## config.mk

```make
export PLATFORM = sky130hd
export DESIGN_NAME = bounded_multiset_bag_flat
export DESIGN_NICKNAME = d
export VERILOG_FILES = /design/src/sv/bmb_pkg.sv /design/src/sv/bmb_if.sv /design/src/sv/bmb_cell.sv /design/src/sv/bounded_multiset_bag.sv /design/src/flat_wrapper.sv
export SDC_FILE = /design/constraint.sdc
export NUM_CORES = 2
export LEC_CHECK = 0
export BUFFER_PORTS_ARGS = -buffer_cell sky130_fd_sc_hd__buf_2
export CAP_MARGIN = 20
export CORE_MARGIN = 8
export CORE_UTILIZATION = 50
export CTS_CLUSTER_SIZE = 28
export DETAILED_ROUTE_END_ITERATION = 10
export MAX_ROUTING_LAYER = met4
export PLACE_DENSITY = 0.67
export SYNTH_ARGS = -nofsm -noshare
export SYNTH_HDL_FRONTEND = slang
export SYNTH_SLANG_ARGS = --single-unit
```

## constraint.sdc

```tcl
create_clock -name i_clk -period 9.1 [get_ports i_clk]
set_clock_uncertainty 0.1 [all_clocks]
set_input_delay 0.455 -clock i_clk [delete_from_list [all_inputs] [get_ports i_clk]]
set_output_delay 0.455 -clock i_clk [all_outputs]
set_load 0.1 [all_outputs]
```

## src/sv/bmb_pkg.sv

```systemverilog
package bmb_pkg;

    // Bag sizing.
    localparam int CAPACITY   = 16;
    localparam int ITEM_WIDTH = 32;

    // Width of the value field on the input channel.
    localparam int IN_W      = 32;
    // Stored key width: the value field masked to the item width.
    localparam int KEY_W     = (ITEM_WIDTH < IN_W) ? ITEM_WIDTH : IN_W;
    localparam int IDX_W     = (CAPACITY > 1) ? $clog2(CAPACITY) : 1;
    localparam int CNT_W     = $clog2(CAPACITY + 1);
    localparam int OUT_CNT_W = 5;

    typedef logic [KEY_W-1:0] t_key;
    typedef logic [IDX_W-1:0] t_idx;
    typedef logic [CNT_W-1:0] t_cnt;

    typedef enum logic [1:0] {
        OP_ADD    = 2'd0,
        OP_REMOVE = 2'd1,
        OP_COUNT  = 2'd2,
        OP_CLEAR  = 2'd3
    } t_op;

    // Query token that travels down the row of cells, one cell per cycle.
    typedef struct packed {
        t_op  op;
        t_key value;
        t_cnt count;
        logic found;
        t_idx idx;
        t_key last;
    } t_tok;

    // Slot write broadcast to all cells.
    typedef struct packed {
        logic en;
        t_idx idx;
        t_key data;
    } t_wr;

endpackage

```

## src/sv/bmb_if.sv

```systemverilog
// Request channel: opcode and value.
interface bmb_in_if;
    logic        valid;
    logic        ready;
    logic [1:0]  opcode;
    logic [31:0] value;

    modport source (output valid, output opcode, output value, input ready);
    modport sink   (input valid, input opcode, input value, output ready);
endinterface

// Result channel.
interface bmb_out_if;
    logic       valid;
    logic       ready;
    logic       success;
    logic [4:0] match_count;
    logic       present;
    logic [4:0] size_now;
    logic       is_empty;

    modport source (output valid, output success, output match_count, output present,
                    output size_now, output is_empty, input ready);
    modport sink   (input valid, input success, input match_count, input present,
                    input size_now, input is_empty, output ready);
endinterface

```

## src/sv/bmb_cell.sv

```systemverilog
module bmb_cell (
    input  logic          i_clk,
    input  logic          i_rst_n,
    input  bmb_pkg::t_idx i_index,
    input  bmb_pkg::t_cnt i_fill,
    input  bmb_pkg::t_wr  i_wr,
    input  logic          i_valid,
    input  bmb_pkg::t_tok i_tok,
    output logic          o_valid,
    output bmb_pkg::t_tok o_tok
);

    bmb_pkg::t_key r_data;
    logic          r_valid;
    bmb_pkg::t_tok r_tok;
    bmb_pkg::t_tok n_tok;
    logic          w_active;
    logic          w_hit;
    logic          w_is_last;

    // Compare the passing token against this slot and update its running tallies.
    always_comb begin
        n_tok     = i_tok;
        w_active  = i_valid && (bmb_pkg::t_cnt'(i_index) < i_fill);
        w_hit     = w_active && (r_data == i_tok.value);
        w_is_last = w_active && ((bmb_pkg::t_cnt'(i_index) + bmb_pkg::t_cnt'(1)) == i_fill);
        if (w_hit) begin
            n_tok.count = i_tok.count + bmb_pkg::t_cnt'(1);
        end
        if (w_hit && !i_tok.found) begin
            n_tok.found = 1'b1;
            n_tok.idx   = i_index;
        end
        if (w_is_last) begin
            n_tok.last = r_data;
        end
    end

    // Token stage toward the next cell, and the slot itself.
    always_ff @(posedge i_clk) begin
        if (!i_rst_n) begin
            r_valid <= 1'b0;
        end else begin
            r_valid <= i_valid;
        end
        r_tok <= n_tok;
        if (i_wr.en && (i_wr.idx == i_index)) begin
            r_data <= i_wr.data;
        end
    end

    assign o_valid = r_valid;
    assign o_tok   = r_tok;

endmodule

```

## src/sv/bounded_multiset_bag.sv

```systemverilog
// Channel   Dir  Transfer when         Payload
// i_in      in   valid && ready        opcode[1:0], value[31:0]
// o_out     out  valid && ready        success, match_count, present, size_now, is_empty
//
// One request is in flight at a time. Add, remove and count send a token down the
// row of CAPACITY cells, one cell per cycle, before their result is formed; a clear
// skips the row and goes straight to the done state.
// Reset clears the fill count and all control state; the slots are not cleared.
// A result waits in the output register; a request that finishes while it waits
// holds its write-back until the result is taken.
module bounded_multiset_bag (
    input  logic i_clk,
    input  logic i_rst_n,
    bmb_in_if.sink    i_in,
    bmb_out_if.source o_out
);

    typedef enum logic [1:0] {
        S_IDLE,
        S_SCAN,
        S_DONE
    } t_state;

    t_state              r_state;
    logic                r_inj_v;
    bmb_pkg::t_tok       r_inj;
    bmb_pkg::t_tok       r_tok;
    bmb_pkg::t_cnt       r_fill;
    logic                r_ov;
    logic                r_success;
    logic [4:0]          r_match_count;
    logic                r_present;
    logic [4:0]          r_size_now;
    logic                r_is_empty;

    logic [bmb_pkg::CAPACITY:0] v_chain;
    bmb_pkg::t_tok              tok_chain [bmb_pkg::CAPACITY+1];

    bmb_pkg::t_wr  w_wr;
    bmb_pkg::t_cnt n_fill;
    logic          n_success;
    logic          w_commit;
    logic          w_in_xfer;
    bmb_pkg::t_tok w_new_tok;

    assign w_in_xfer = i_in.valid && i_in.ready;
    assign w_commit  = (r_state == S_DONE) && (!r_ov || o_out.ready);

    // Fresh token for an accepted request.
    always_comb begin
        w_new_tok       = '0;
        w_new_tok.op    = bmb_pkg::t_op'(i_in.opcode);
        w_new_tok.value = bmb_pkg::t_key'(i_in.value);
    end

    // Row of cells.
    assign v_chain[0]   = r_inj_v;
    assign tok_chain[0] = r_inj;

    for (genvar g = 0; g < bmb_pkg::CAPACITY; g++) begin : g_cell
        bmb_cell u_cell (
            .i_clk   (i_clk),
            .i_rst_n (i_rst_n),
            .i_index (bmb_pkg::t_idx'(g)),
            .i_fill  (r_fill),
            .i_wr    (w_wr),
            .i_valid (v_chain[g]),
            .i_tok   (tok_chain[g]),
            .o_valid (v_chain[g+1]),
            .o_tok   (tok_chain[g+1])
        );
    end

    // Write-back and new fill count from the finished token.
    always_comb begin
        w_wr      = '0;
        n_fill    = r_fill;
        n_success = 1'b1;
        unique case (r_tok.op)
            bmb_pkg::OP_ADD: begin
                if (r_fill < bmb_pkg::t_cnt'(bmb_pkg::CAPACITY)) begin
                    w_wr.en   = w_commit;
                    w_wr.idx  = bmb_pkg::t_idx'(r_fill);
                    w_wr.data = r_tok.value;
                    n_fill    = r_fill + bmb_pkg::t_cnt'(1);
                end else begin
                    n_success = 1'b0;
                end
            end
            bmb_pkg::OP_REMOVE: begin
                if (r_tok.found && (r_fill != '0)) begin
                    w_wr.en   = w_commit;
                    w_wr.idx  = r_tok.idx;
                    w_wr.data = r_tok.last;
                    n_fill    = r_fill - bmb_pkg::t_cnt'(1);
                end else begin
                    n_success = 1'b0;
                end
            end
            bmb_pkg::OP_CLEAR: begin
                n_fill = '0;
            end
            default: begin
            end
        endcase
    end

    // Sequencer, fill count and result register.
    always_ff @(posedge i_clk) begin
        if (!i_rst_n) begin
            r_state <= S_IDLE;
            r_inj_v <= 1'b0;
            r_fill  <= '0;
            r_ov    <= 1'b0;
        end else begin
            // A token enters the row only for a request that needs the scan.
            r_inj_v <= w_in_xfer && (bmb_pkg::t_op'(i_in.opcode) != bmb_pkg::OP_CLEAR);
            if (o_out.valid && o_out.ready && !w_commit) begin
                r_ov <= 1'b0;
            end
            unique case (r_state)
                S_IDLE: begin
                    if (w_in_xfer) begin
                        if (bmb_pkg::t_op'(i_in.opcode) == bmb_pkg::OP_CLEAR) begin
                            r_tok   <= w_new_tok;
                            r_state <= S_DONE;
                        end else begin
                            r_inj   <= w_new_tok;
                            r_state <= S_SCAN;
                        end
                    end
                end
                S_SCAN: begin
                    if (v_chain[bmb_pkg::CAPACITY]) begin
                        r_tok   <= tok_chain[bmb_pkg::CAPACITY];
                        r_state <= S_DONE;
                    end
                end
                S_DONE: begin
                    if (w_commit) begin
                        r_fill        <= n_fill;
                        r_ov          <= 1'b1;
                        r_success     <= n_success;
                        r_match_count <= bmb_pkg::OUT_CNT_W'(r_tok.count);
                        r_present     <= (r_tok.count != '0);
                        r_size_now    <= bmb_pkg::OUT_CNT_W'(n_fill);
                        r_is_empty    <= (n_fill == '0);
                        r_state       <= S_IDLE;
                    end
                end
                default: begin
                    r_state <= S_IDLE;
                end
            endcase
        end
    end

    assign i_in.ready        = (r_state == S_IDLE);
    assign o_out.valid       = r_ov;
    assign o_out.success     = r_success;
    assign o_out.match_count = r_match_count;
    assign o_out.present     = r_present;
    assign o_out.size_now    = r_size_now;
    assign o_out.is_empty    = r_is_empty;

    // The row is empty whenever a new request may be taken.
    a_idle_row_empty: assert property (@(posedge i_clk) disable iff (!i_rst_n)
        (r_state == S_IDLE) |-> (v_chain == '0))
        else $error("token left in the cell row while idle");

    // At most one token travels down the row.
    a_single_token: assert property (@(posedge i_clk) disable iff (!i_rst_n)
        $onehot0(v_chain))
        else $error("more than one token in the cell row");

    // The fill count never passes the capacity.
    a_fill_bound: assert property (@(posedge i_clk) disable iff (!i_rst_n)
        r_fill <= bmb_pkg::t_cnt'(bmb_pkg::CAPACITY))
        else $error("fill count above capacity");

    // A request transfer always leaves the idle state.
    a_xfer_busy: assert property (@(posedge i_clk) disable iff (!i_rst_n)
        w_in_xfer |=> (r_state != S_IDLE))
        else $error("request transfer did not start work");

endmodule

```

## src/flat_wrapper.sv

```systemverilog
// flat-port wrapper written by rule: the top's interface ports become plain ports
module bounded_multiset_bag_flat 
  (i_clk, i_rst_n, i_in_valid, i_in_opcode, i_in_value, i_in_ready, o_out_valid, o_out_success, o_out_match_count, o_out_present, o_out_size_now, o_out_is_empty, o_out_ready);
  bmb_in_if i_in_i ();
  bmb_out_if o_out_i ();
  input  logic i_clk;
  input  logic i_rst_n;
  input wire logic [$bits(i_in_i.valid)-1:0] i_in_valid;
  input wire logic [$bits(i_in_i.opcode)-1:0] i_in_opcode;
  input wire logic [$bits(i_in_i.value)-1:0] i_in_value;
  output wire logic [$bits(i_in_i.ready)-1:0] i_in_ready;
  output wire logic [$bits(o_out_i.valid)-1:0] o_out_valid;
  output wire logic [$bits(o_out_i.success)-1:0] o_out_success;
  output wire logic [$bits(o_out_i.match_count)-1:0] o_out_match_count;
  output wire logic [$bits(o_out_i.present)-1:0] o_out_present;
  output wire logic [$bits(o_out_i.size_now)-1:0] o_out_size_now;
  output wire logic [$bits(o_out_i.is_empty)-1:0] o_out_is_empty;
  input wire logic [$bits(o_out_i.ready)-1:0] o_out_ready;
  assign i_in_i.valid = i_in_valid;
  assign i_in_i.opcode = i_in_opcode;
  assign i_in_i.value = i_in_value;
  assign i_in_ready = i_in_i.ready;
  assign o_out_valid = o_out_i.valid;
  assign o_out_success = o_out_i.success;
  assign o_out_match_count = o_out_i.match_count;
  assign o_out_present = o_out_i.present;
  assign o_out_size_now = o_out_i.size_now;
  assign o_out_is_empty = o_out_i.is_empty;
  assign o_out_i.ready = o_out_ready;
  bounded_multiset_bag u_core (.i_clk(i_clk), .i_rst_n(i_rst_n), .i_in(i_in_i), .o_out(o_out_i));
endmodule
```

# Word-level counts from Yosys, hierarchy flattened
# Cells that the tools add are included.
dict set report op_classes {
  addsub 17
  n_reduce_logical 115
  n_mux 52
  n_bitwise 1
  magnitude_cmp 17
  n_eq_ne 57
}
# cell n
set ops {}
lappend ops {{$eq A32 B32 Y1} 16}
lappend ops {{$mux W32} 15}
lappend ops {{$mux W76} 3}
lappend ops {{$pmux W76 S2} 1}
lappend ops {{$logic_and A1 B1 Y1} 85}
lappend ops {{$mux W5} 17}
lappend ops {{$add A5 B1 Y5 const B} 16}
lappend ops {{$mux W37} 2}
lappend ops {{$pmux W37 S2} 1}
lappend ops {{$eq A4 B5 Y1 const A} 8}
lappend ops {{$lt A4 B5 Y1 const A} 8}
lappend ops {{$eq A4 B4 Y1 const B} 8}
lappend ops {{$eq A3 B5 Y1 const A} 4}
lappend ops {{$lt A3 B5 Y1 const A} 4}
lappend ops {{$logic_not A1 Y1} 17}
lappend ops {{$eq A4 B3 Y1 const B} 4}
lappend ops {{$pmux W5 S3} 1}
lappend ops {{$eq A2 B5 Y1 const A} 2}
lappend ops {{$lt A1 B5 Y1 const A} 2}
lappend ops {{$lt A2 B5 Y1 const A} 2}
lappend ops {{$reduce_bool A5 Y1} 2}
lappend ops {{$eq A4 B2 Y1 const B} 2}
lappend ops {{$mux W2} 4}
lappend ops {{$ne A2 B2 Y1 const B} 4}
lappend ops {{21 further kinds} 31}
dict set report word_totals {
  reg_bits 1861
  word_cells 403
  inputBits 38
  out_inout_bits 15
}

# Longest topological paths before layout
dict set report logic_depth {
  word_depth 8
  depth_mapped 10
  ltp_nobuf 8
}

# Modules after synthesis
# Synthesis repeated with hierarchy kept, for this count alone.
dict set report unflattened {
  cells_unflattened 4238
  hier_area_um2 66299.8
}
# mod cells_each seq_area_each_um2 instances area_per_inst_um2
set by_module_without_submodules {}
lappend by_module_without_submodules {{bmb_cell (u_core.g_cell[0].u_cell ...)} 242 2502.4 10 3812.4}
lappend by_module_without_submodules {{bmb_cell (u_core.g_cell[4].u_cell ...)} 242 2502.4 6 3767.4}
lappend by_module_without_submodules {bounded_multiset_bag 366 3873.7 1 5571.6}

# Worst setup path after synthesis
# No wires, ideal clock.
dict set report synth_path {
  path_type {in2reg}
  from {input i_rst_n}
  to {register u_core.r_inj[42] (netlist name) (enable)}
  cell_stages 2
  arrival_time_ns 6.060
  n_path_buf 0
  t_required_ns 8.386
  setup_slack_ns 2.326
  setup_ns 0.614
  cell_sequence {nand2b_1 -> a2111oi_0}
}
dict set report synth_via {
  elab_chain_cells 1
}
# item line_no
set synth_rtl {}
lappend synth_rtl {{start: declaration} flat_wrapper.sv:7} ;# input logic i_rst_n;
lappend synth_rtl {{$reduce_and A4 Y1 (no source line)} n/a}
lappend synth_rtl {{end signal: assignment} bounded_multiset_bag.sv:128} ;# r_inj <= w_new_tok;
lappend synth_rtl {{end: declaration} bounded_multiset_bag.sv:26} ;# bmb_pkg::t_tok r_inj;
# No other way between the ends.
# A chain may end at the register's enable or synchronous reset.

# Worst setup path after layout
dict set report layout_path {
  from {register u_core.r_fill[1]}
  to {register u_core.g_cell[7].u_cell.r_data[25] (enable)}
}
dict set report layout_via {
  elab_chain_cells 6
  word_cells_on_any_way 8
  classes_between {1 x order compare; 1 x eq/ne; 3 x mux; 3 x reduce/logical}
}
# item line_no
set layout_rtl {}
lappend layout_rtl {{start: declaration} bounded_multiset_bag.sv:28} ;# bmb_pkg::t_cnt r_fill;
lappend layout_rtl {{start signal: assignment} bounded_multiset_bag.sv:141} ;# r_fill <= n_fill;
lappend layout_rtl {{branches (longest 3 deep; another with $lt A5 B5 Y1)} n/a}
lappend layout_rtl {{$pmux W37 S2 (*)} bounded_multiset_bag.sv:79} ;# unique case (r_tok.op)
lappend layout_rtl {{$eq A4 B3 Y1} bmb_cell.sv:47} ;# if (i_wr.en && (i_wr.idx == i_index)) begin
lappend layout_rtl {{$logic_and A1 B1 Y1 (*)} bmb_cell.sv:47}
lappend layout_rtl {{end signal: assignment} bmb_cell.sv:48} ;# r_data <= i_wr.data;
lappend layout_rtl {{end: declaration} bmb_cell.sv:13} ;# bmb_pkg::t_key r_data;
# Every way passes the cells marked *.

==> reports/qor.yml <==
power.density_nw_per_um2: 242.2
finalCritPeriodShare_pct: 48.26
synth-xor-area-share_pct: 8.388
drive_gt1_share_pct: 23.61
worstSetupStartpointType: "register"
wire_per_inst_microns: 28.07
layout_commonest_cell: "dfxtp_1"
die-area_sq_um: 129000
rows: 126
ant_nets: 0
pwr-share-comb_pct: 1.5
die_y_microns: 359.2
chipWidth_microns: 359.2
wl_met2_microns: 72240
portBuffers: 52
syn-cell-area_sq_um: 58890
p_sw_share_pct: 20.06
path_max_fanout: 41
drt-initial-drc-count: 2864
drt-pass1-iter-count: 7
synth-main-ff-cell: "dfxtp_1"
drcViolationCount: 0
regArea_sq_um: 43410
muxShareOfSynthArea_pct: 10.11
start_util_pct: 50.14
yosys.area_share.adder_pct: 0.4462
post_cts_resize_count: 0
ir_worst_vdd_mv: 0.2398
grt_overflow: 0
dpl.cell_count: 5266
area_delta_synth_final_pct: 14.92
fin_setup_tns_ns: 0
wl_met3_microns: 10210
finalHoldViolations: 0
leakagePower_nw: 25.72
dp_slack_ns: 4.722
hpwlAfterDp_microns: 109100
grt_setup_unrepaired: "no"
antenna_found_initial: 7
cts_tree: "yes"
fill_cells: 8939
status: "finished clean"
synth_compound_area_share_pct: 1.183
yosys_warnings: 0
cts.path.max_buffers: 3
period_minus_slack_ns: 4.392
grt_util_all_layers_pct: 24.57
crit_slowest_cell: "nor2_4"
cts-root-buf: "clkbuf_16"
vias_per_cell: 5.351
crit_required_ns: 9.37
path_cells: "inv_1, ha_1, nor4b_2, nor3b_4, buf_4, a22oi_1, nor2_1, nand2_1, nor2_4"
synth-simple-area-share_pct: 5.326
fin_ws_ns: 4.708
routed_wl_microns: 158100
clk_pin_slew_worst_paths_ns: 0.06
avgSynthCellArea_sq_um: 15.90
cts.sinks: 1851
synth_top_family_by_area: "multiplexers"
finalSetupViolCount: 0
power_switching_w: 0.003287
final_cell_mix: "dfxtp_1, edfxtp_1, mux2_2"
yosysSeqAreaShare_pct: 73.71
tightestPinTransition_ns: 1.255
num_vias: 30135
cpPeakStageDelay_ns: 0.90
synthesis.nets: 3763
finalPower_w: 0.01639
drv_cap: 0
holdWs_ns: 0.2137
cts_hold_buf: 37
endpoint_kind: "register"
p_clk_share_pct: 45.2
multi_input_area_sq_um: 15110
synth_cell_type_count: 62
synth_edf_count: 635
relSlewSlack_pct: 16.32
synth_seq_cells: 1851
p_seq_share_pct: 53.3
h-tree-depth: 4
routed.top_layer: "met4"
grt_max_degree: 73
final_cells: 5632
fp.coreArea_sq_um: 117500
critPathKind: "register to register"
maxSlewViolCount: 0
hp-class: "register to register"
cts_setup_buffers: 0
io_pins: 53
max_freq_mhz: 227.7
cts_buffers: 171
gp_congestion: 0.8849
clock_latency_ns: 0.78
syn-instance-count: 3704
fin_nets: 4003
worst_ep_arrival_time_ns: 4.66
grt_pass1_vias: 30087
grt_pass1_wl_microns: 220600
internal_power_w: 0.01310
async_flop_share_pct: 0
wl_met1_microns: 71060
[sequential cells by signal (all words and copies together) (netlist names)]
| signal | flops |
|---|---|
| u_core.g_cell.u_cell.o_tok | 1191 |
| u_core.g_cell.u_cell.o_valid | 16 |
| u_core.g_cell.u_cell.r_data | 512 |
| u_core.o_out.is_empty | 1 |
| u_core.o_out.match_count | 5 |
| u_core.o_out.present | 1 |
| u_core.o_out.size_now | 5 |
| u_core.o_out.success | 1 |
| u_core.o_out.valid | 1 |
| u_core.r_fill | 5 |
| u_core.r_inj | 34 |
| u_core.r_inj_v | 1 |
| u_core.r_state | 2 |
| u_core.r_tok | 76 |
[critical path: cells and delay by family (launching register included)]
kind	cells	cell delay, ns
simple gates	5	1.76
flops	1	0.79
buf+inv	2	0.78
fa+ha+maj	1	0.36
compound gates	1	0.16
[power by group through the flow]
stage | Sequential [W] | Clock [W] | Combinational (W)
after detailed placement | 0.00892 | 0 | 0.000234
after global placement | 0.00892 | 0 | 0.000231
after global routing | 0.00874 | 0.00781 | 0.000261
after floorplan | 0.00886 | 0 | 0.000132
final | 0.00874 | 0.00740 | 0.000249
after CTS | 0.00874 | 0.00748 | 0.000247
[kinds of logic (layout without fill, tap and decap cells)]
group / count (synthesis) / after routing
flops: 1851 / 1851
xor+xnor: 564 / 564
simple gates: 541 / 541
mux: 529 / 529
buf+inv: 109 / 496
compound gates: 89 / 89
fa+ha+maj: 21 / 21
other cells: 0 / 5
[cells in the mapped netlist, types with 33 or more instances]
| cell type | number | area, sq um |
|---|---|---|
| nand4_1 | 103 | 644.4 |
| dfxtp_1 | 1216 | 24340 |
| nor4_1 | 70 | 437.9 |
| mux2_2 | 519 | 5844 |
| and2_1 | 98 | 613.1 |
| edfxtp_1 | 635 | 19070 |
| xnor2_1 | 318 | 2785 |
| buf_2 | 48 | 240.2 |
| nor3_1 | 33 | 165.2 |
| a22o_1 | 36 | 315.3 |
| xor2_1 | 246 | 2155 |
| nor2_1 | 66 | 247.7 |
| nand2_1 | 51 | 191.4 |
[per-layer routing]
layer | up-vias | global-route usage [%]
li1 | 13567 | -
met1 | 15283 | 33.62
met2 | 1086 | 37.79
met3 | 199 | 4.126
met4 | 0 | 7.389
met5 | - | -
[final timing paths]
path / start / endpoint / slack [ns] / cells past startpoint
min: u_core.g_cell[10].u_cell.o_tok[74] / u_core.g_cell[11].u_cell.o_tok[74] / 0.21 / 0
min reg2reg: u_core.g_cell[10].u_cell.o_tok[74] / u_core.g_cell[11].u_cell.o_tok[74] / 0.21 / 0
max: u_core.r_fill[1] / u_core.g_cell[7].u_cell.r_data[25] / 4.71 / 9
max reg2reg: u_core.r_fill[1] / u_core.g_cell[7].u_cell.r_data[25] / 4.71 / 9
[per-stage QoR]
stage | area [sq um] | utilization (%)
2_1_floorplan | 58890 | -
3_3_place_gp | 61210 | 52.12
3_5_place_dp | 61290 | 52.19
4_1_cts | 67580 | 57.54
5_1_grt | 67670 | 57.61
6_report | 67680 | 57.62
[area by class of cell]
type	count	area share (%)
Clock inverter	60	1.057
Sequential cell	1851	64.14
Antenna cell	5	0.01849
Inverter	24	0.1331
Timing Repair Buffer	152	1.808
Clock buffer	260	7.680
Tap cell	1536	2.840
Multi-Input combinational cell	1744	22.32
Note: power is estimated with default switching activity, not from simulation.
